File: src/fdfg_pkg.sv
// Types, constants and helper functions of the frequency domain filter gain block
`default_nettype none
package fdfg_pkg;

  localparam int unsigned WIDTH  = 512;
  localparam int unsigned HEIGHT = 512;
  localparam logic [9:0] CENTER_X = 10'(WIDTH / 2);
  localparam logic [9:0] CENTER_Y = 10'(HEIGHT / 2);

  localparam logic [15:0] ONE_Q12   = 16'd4096;
  localparam logic [16:0] Q16_ONE   = 17'h10000;
  localparam logic [16:0] LOG2E_Q16 = 17'd94548;
  localparam logic [20:0] X_CAP     = 21'h1FFFFF;

  localparam int unsigned EXP_STAGES = 16;
  localparam int unsigned DIV_NUM_W  = 40;
  localparam int unsigned DIV_DEN_W  = 33;
  localparam int unsigned DIV_STAGES = DIV_NUM_W;
  localparam int unsigned FIFO_DEPTH = 4;

  localparam logic [3:0] REG_FILTER_KIND = 4'd0;
  localparam logic [3:0] REG_SHAPE_KIND  = 4'd1;
  localparam logic [3:0] REG_HOMOMORPHIC = 4'd2;
  localparam logic [3:0] REG_CUTOFF      = 4'd3;
  localparam logic [3:0] REG_BUTTER_ORD  = 4'd4;
  localparam logic [3:0] REG_GAIN_HIGH   = 4'd5;
  localparam logic [3:0] REG_GAIN_LOW    = 4'd6;
  localparam logic [3:0] REG_SHARPNESS   = 4'd7;

  localparam logic [1:0] FK_LOW  = 2'd1;
  localparam logic [1:0] FK_HIGH = 2'd2;

  localparam logic [1:0] SHAPE_IDEAL  = 2'd0;
  localparam logic [1:0] SHAPE_BUTTER = 2'd1;
  localparam logic [1:0] SHAPE_GAUSS  = 2'd2;

  typedef struct packed {
    logic [8:0]         col;
    logic [8:0]         row;
    logic signed [31:0] re_in;
    logic signed [31:0] im_in;
  } in_t;

  typedef struct packed {
    logic signed [31:0] re_out;
    logic signed [31:0] im_out;
    logic [15:0]        gain;
  } out_t;

  typedef struct packed {
    logic [1:0]  filter_kind;
    logic [1:0]  shape_kind;
    logic        homomorphic_enable;
    logic [9:0]  cutoff;
    logic [3:0]  butter_order;
    logic [15:0] gain_high;
    logic [15:0] gain_low;
    logic [15:0] sharpness;
  } cfg_t;

  localparam cfg_t CFG_RESET = '{
    filter_kind: 2'd0, shape_kind: 2'd2, homomorphic_enable: 1'b0, cutoff: 10'd30,
    butter_order: 4'd1, gain_high: 16'd4096, gain_low: 16'd0, sharpness: 16'd4096
  };

  typedef enum logic [1:0] {
    MODE_FIXED,
    MODE_BUTTER,
    MODE_GAUSS
  } mode_e;

  typedef struct packed {
    mode_e              mode;
    logic               low_pass;
    logic [15:0]        gfix;
    logic [17:0]        d2;
    logic signed [31:0] re;
    logic signed [31:0] im;
  } job_t;

  typedef struct packed {
    mode_e              mode;
    logic               low_pass;
    logic [15:0]        gfix;
    logic [16:0]        e;
    logic signed [31:0] re;
    logic signed [31:0] im;
  } side_t;

  function automatic logic [19:0] cutoff_sq(logic [9:0] c);
    logic [9:0] d;
    d = (c == 10'd0) ? 10'd1 : c;
    return 20'(d) * 20'(d);
  endfunction

  function automatic logic [15:0] pow2_neg_bit(logic [3:0] b);
    logic [15:0] v;
    unique case (b)
      4'd0:  v = 16'd46341;
      4'd1:  v = 16'd55109;
      4'd2:  v = 16'd60097;
      4'd3:  v = 16'd62757;
      4'd4:  v = 16'd64132;
      4'd5:  v = 16'd64830;
      4'd6:  v = 16'd65182;
      4'd7:  v = 16'd65359;
      4'd8:  v = 16'd65447;
      4'd9:  v = 16'd65492;
      4'd10: v = 16'd65514;
      4'd11: v = 16'd65525;
      4'd12: v = 16'd65530;
      4'd13: v = 16'd65533;
      4'd14: v = 16'd65535;
      4'd15: v = 16'd65535;
    endcase
    return v;
  endfunction

endpackage
`default_nettype wire

File: src/fdfg_front.sv
// Front end: squared distance to the centre and per-bin gain classification
`default_nettype none
module fdfg_front import fdfg_pkg::*; (
  input  in_t  in_data_i,
  input  cfg_t cfg_i,
  output job_t job_o
);

  logic signed [9:0]  dx, dy;
  logic signed [19:0] dx2, dy2;
  logic [17:0]        d2;
  logic [19:0]        t2;
  logic [1:0]         shape;
  logic               low_pass;

  always_comb begin
    dx  = signed'(10'({1'b0, in_data_i.col}) - CENTER_X);
    dy  = signed'(10'({1'b0, in_data_i.row}) - CENTER_Y);
    dx2 = dx * dx;
    dy2 = dy * dy;
    d2  = 18'(dx2) + 18'(dy2);
    t2  = cutoff_sq(cfg_i.cutoff);
    low_pass = (cfg_i.filter_kind == FK_LOW);
    shape    = cfg_i.homomorphic_enable ? SHAPE_GAUSS : cfg_i.shape_kind;

    job_o.mode     = MODE_FIXED;
    job_o.low_pass = low_pass;
    job_o.gfix     = ONE_Q12;
    job_o.d2       = d2;
    job_o.re       = in_data_i.re_in;
    job_o.im       = in_data_i.im_in;

    if (cfg_i.filter_kind == FK_LOW || cfg_i.filter_kind == FK_HIGH) begin
      if (shape == SHAPE_IDEAL) begin
        job_o.gfix = ((20'(d2) <= t2) == low_pass) ? ONE_Q12 : '0;
      end else if (shape == SHAPE_BUTTER) begin
        if (!low_pass && d2 == '0) begin
          job_o.gfix = '0;
        end else begin
          job_o.mode = MODE_BUTTER;
        end
      end else begin
        job_o.mode = MODE_GAUSS;
      end
    end
  end

endmodule
`default_nettype wire

File: config.mk
export PLATFORM = sky130hd
export DESIGN_NAME = fdfg_front
export DESIGN_NICKNAME = d
export VERILOG_FILES = /design/src/fdfg_pkg.sv /design/src/fdfg_front.sv
export SDC_FILE = /design/constraint.sdc
export NUM_CORES = 1
export LEC_CHECK = 0
export BUFFER_PORTS_ARGS = -buffer_cell sky130_fd_sc_hd__buf_2
export CAP_MARGIN = 20
export CORE_MARGIN = 2
export CORE_UTILIZATION = 44
export DETAILED_ROUTE_END_ITERATION = 10
export PLACE_DENSITY = 0.65
export REMOVE_ABC_BUFFERS = 1
export SYNTH_ARGS = -nofsm -noshare
export SYNTH_HDL_FRONTEND = slang
export SYNTH_SLANG_ARGS = --single-unit
File: constraint.sdc
create_clock -name vclk -period 21.4
set_input_delay 1.07 -clock vclk [all_inputs]
set_output_delay 1.07 -clock vclk [all_outputs]
set_load 0.05 [all_outputs]
Yosys cells after proc, flatten, opt, wreduce, memory -nomap -nowiden
Cells that the tools add are included.
Word-level totals
  register bits after elaboration: 0
  output and inout bits: 101
Cells by class
  order comparisons: 1
  equality and inequality tests: 4
  add/sub/neg operators: 3
  reduce and logical (&&, ||, !) cells: 6
  mux-type cells: 11
  $mul: 3
Operators by type and width (number)
  $mux W13: 5
  $mul A10 B10 Y18: 2
  $le A18 B20 Y1: 1
  $mul A10 B10 Y20: 1
  $sub A9 B9 Y10 const B: 2
  $add A18 B18 Y18: 1
  $logic_not A18 Y1: 1
  $logic_not A10 Y1: 1
  $mux W10: 1
  $mux W2: 4
  $eq A2 B1 Y1 const B: 2
  $eq A2 B2 Y1 const B: 1
  $logic_not A2 Y1: 1
  $eq A1 B1 Y1: 1
  $logic_and A1 B1 Y1: 1
  $logic_not A1 Y1: 1
  $logic_or A1 B1 Y1: 1
  $mux W1: 1

Longest topological paths before layout
  depth in word-level cells: 9
  gate-level depth with buffers: 32
  gate-level depth less buffers: 32

Least setup slack after synthesis
No wires, ideal clock.
  path kind: input to output
  start: input in_data_i[81] (netlist bit)
  end: output job_o[94] (netlist bit)
  slack: 11.780 ns
  arrival time: 8.550 ns
  buffers on the path: 1
  stages: 26
  cells stage by stage: inv_1 clkbuf_1 nand2_1 fa_1 fa_1 fa_1 inv_1 fa_1 fa_1 fa_1 inv_1 fa_1 inv_1 ha_1 nand2_1 o31ai_1 xor2_1 ha_1 a21oi_1 o211ai_1 a21oi_1 a31oi_1 a31o_2 o2111ai_1 a21oi_1 o21ai_2
RTL lines
  start, declared: line fdfg_front.sv:4  | input in_t in_data_i,
  end, declared: line fdfg_front.sv:6  | output job_t job_o

==> metrics.txt <==
final wirelength=26,110 um; Fin. Hold Viols=0; Routed Antenna Nets=0; GPL Wtd Cong=0.8471; Post-Syn Area=10,260 sq um; register area=0 sq um; area grow syn2layout=0.3167%; Crit Path Category=in2out; sequential area share after synthesis=0; compound-gate portion of the synthesized area=0.06815; post-synthesis adder-cell area fraction=0.5808; critical path depth=32; mux share of post-synthesis cell area=0.004145; vias in the first global route=7,871; ANT cells=0; vias post-DR=7,260; CP required=20.33 ns; cts hold-fix bufs=0; initial drt markers=350; Synth Area in Simple Gates=0.1208; CP endpoint=job_o[94]; CTS resizes=0; DIE WIDTH=approximately 160 um; Hold Path Origin=in_data_i[0]; row count=55; xor and xnor area share after synthesis=0.04511; Avg Inst Size Synth=8.871 sq um; die height=~160 um; Slew @ Worst Pin=0.6587 ns; Hold Path Class=in2out; DR pass1 iterations=5; total track usage=0.2195; final net count=1,622; area of the multi-input gates=8462 sq um; gate count of the mapped netlist=around 1.2k; FF+latch count=0; total setup buffers inserted after CTS=0; maximum clock frequency=98.99 MHz; fin crit period=10.10 ns; Port Buffers=55; Core ar.=22,780 sq um; Die ar.=24,560 sq um; max incr delay on CP=between 0.7 and 0.8 ns; clkbuf count=0; CP Data Arrival Time=9.03 ns; maximum fanout along the worst path=11; Post-DP HPWL=~23,000 um; maxcap violations=0; I/O Pins=250; vias per cell=5.056; CP Launch Point=in_data_i[81]; final instance area=10,300 sq um; Slew Limit Fails=0; share of cells above drive strength 1=0.07480; Slowest-stage cell, CP=fa_1; WP buf/inv=9; largest family of logic cells by synthesized area=adder cells; initial antenna violation count=0; Critical Path End Type=output port; Slew headroom=0.5580; post-synthesis cell type count=62; Crit path max-delay family=adder cells; fin crit share=0.4721; synthesis warning total=0; first-pass GRT wire length=between 40,000 and 50,000 um; dpl cell area=about 10,000 sq um; RSZ-0062 raised after global routing=false; largest net degree at the start of global routing=18; CP startpoint kind=primary input; DRC=0; GR Overflow Total=0; status=complete, no violations; Initial Utilization=0.4506; Final setup viols=0; # fillers=2,211; Fin Setup TNS=0 ns; DR WL/cell=~18 um
-- kinds of logic after synthesis --
kind of cell / Yosys count
other cells: 1
simple gates: 244
buf+inv: 414
compound gates: 97
xor+xnor: 49
mux: 4
fa+ha+maj: 348
-- how the worst min path moves through the flow --
stage	cells after the start	slack, ns	end
4_1_cts	0	2.14	job_o[22]
2_1_floorplan	0	2.14	job_o[0]
3_5_place_dp	0	2.14	job_o[22]
6_report	0	2.14	job_o[0]
5_1_grt	0	2.14	job_o[6]
3_3_place_gp	0	2.14	job_o[22]
-- cells in the final DEF, fill, tap and decap left out, drive strengths merged, types with 6 or more instances in the layout --
master / instances
nor3: 9
nor2: 49
conb: 15
inv: 311
buf: 55
a211oi: 6
a21o: 15
xnor2: 36
nand4: 7
o21ai: 16
nor2b: 8
nand2b: 10
nor4: 7
nand2: 78
fa: 214
ha: 134
and2: 39
xor2: 13
nand3: 7
or2: 8
a21oi: 26
-- metrics by stage --
stage               utilization  worst slack, ns  instances  hold WS (ns)
floorplan                     -            11.94       1068         2.140
global placement         0.4520            11.30       1436         2.142
detailed placement       0.4520            11.24       1436         2.142
CTS                      0.4520            11.22       1436         2.142
global route             0.4520            10.74       1436         2.140
finish                   0.4520            11.30       1436         2.141
-- cell type report --
cell class / count / share of cell area
inverters: 311 / 0.1134
multi-input cells: 757 / 0.8219
well taps: 313 / 0.03804
repair buffers: 55 / 0.02673
-- layer usage --
layer | routed length (um) | vias up | global-route usage
li1 | - | 3341 | -
met1 | 10780 | 3588 | 0.2661
met2 | 11730 | 281 | 0.3588
met3 | 2960 | 40 | 0.1014
met4 | 383 | 10 | 0.02621
met5 | 263 | - | 0.09110
-- synthesized netlist by cell type (2+ instances only) --
| library cell | count | share of area |
|---|---|---|
| fa_1 | 214 | 0.42 |
| mux2i_1 | 2 | 0.0020 |
| nor3b_1 | 2 | 0.0015 |
| nor3_1 | 9 | 0.0044 |
| o2111ai_1 | 2 | 0.0017 |
| o31a_1 | 2 | 0.0017 |
| xnor2_1 | 33 | 0.028 |
| ha_1 | 134 | 0.16 |
| o21ai_2 | 2 | 0.0017 |
| o211ai_1 | 2 | 0.0015 |
| nor2_1 | 49 | 0.018 |
| nand4_1 | 6 | 0.0037 |
| a31o_2 | 2 | 0.0017 |
| o21a_1 | 3 | 0.0022 |
| nand3b_1 | 2 | 0.0015 |
| or4b_1 | 4 | 0.0039 |
| o21ai_1 | 8 | 0.0039 |
| a21oi_2 | 3 | 0.0026 |
| and4_1 | 2 | 0.0017 |
| nor4_1 | 6 | 0.0037 |
| nand2b_1 | 10 | 0.0061 |
| xnor2_2 | 2 | 0.0032 |
| a21oi_1 | 23 | 0.011 |
| or3_1 | 5 | 0.0030 |
| xor2_1 | 13 | 0.011 |
| o21ai_0 | 6 | 0.0029 |
| clkbuf_1 | 23 | 0.0084 |
| a31o_1 | 2 | 0.0017 |
| a21o_1 | 15 | 0.011 |
| o31ai_1 | 3 | 0.0022 |
| nand3_1 | 7 | 0.0034 |
| a211oi_1 | 5 | 0.0037 |
| a31oi_1 | 5 | 0.0030 |
| o21bai_1 | 2 | 0.0015 |
| inv_1 | 310 | 0.11 |
| buf_4 | 80 | 0.059 |
| and2_1 | 39 | 0.024 |
| or2_2 | 8 | 0.0049 |
| mux2_2 | 2 | 0.0022 |
| nand2_1 | 78 | 0.029 |
| and3_1 | 4 | 0.0024 |
| nor2b_1 | 8 | 0.0049 |
Power is not shown: default switching activity piles up to over one toggle a cycle in this logic, so the estimate is an artifact.
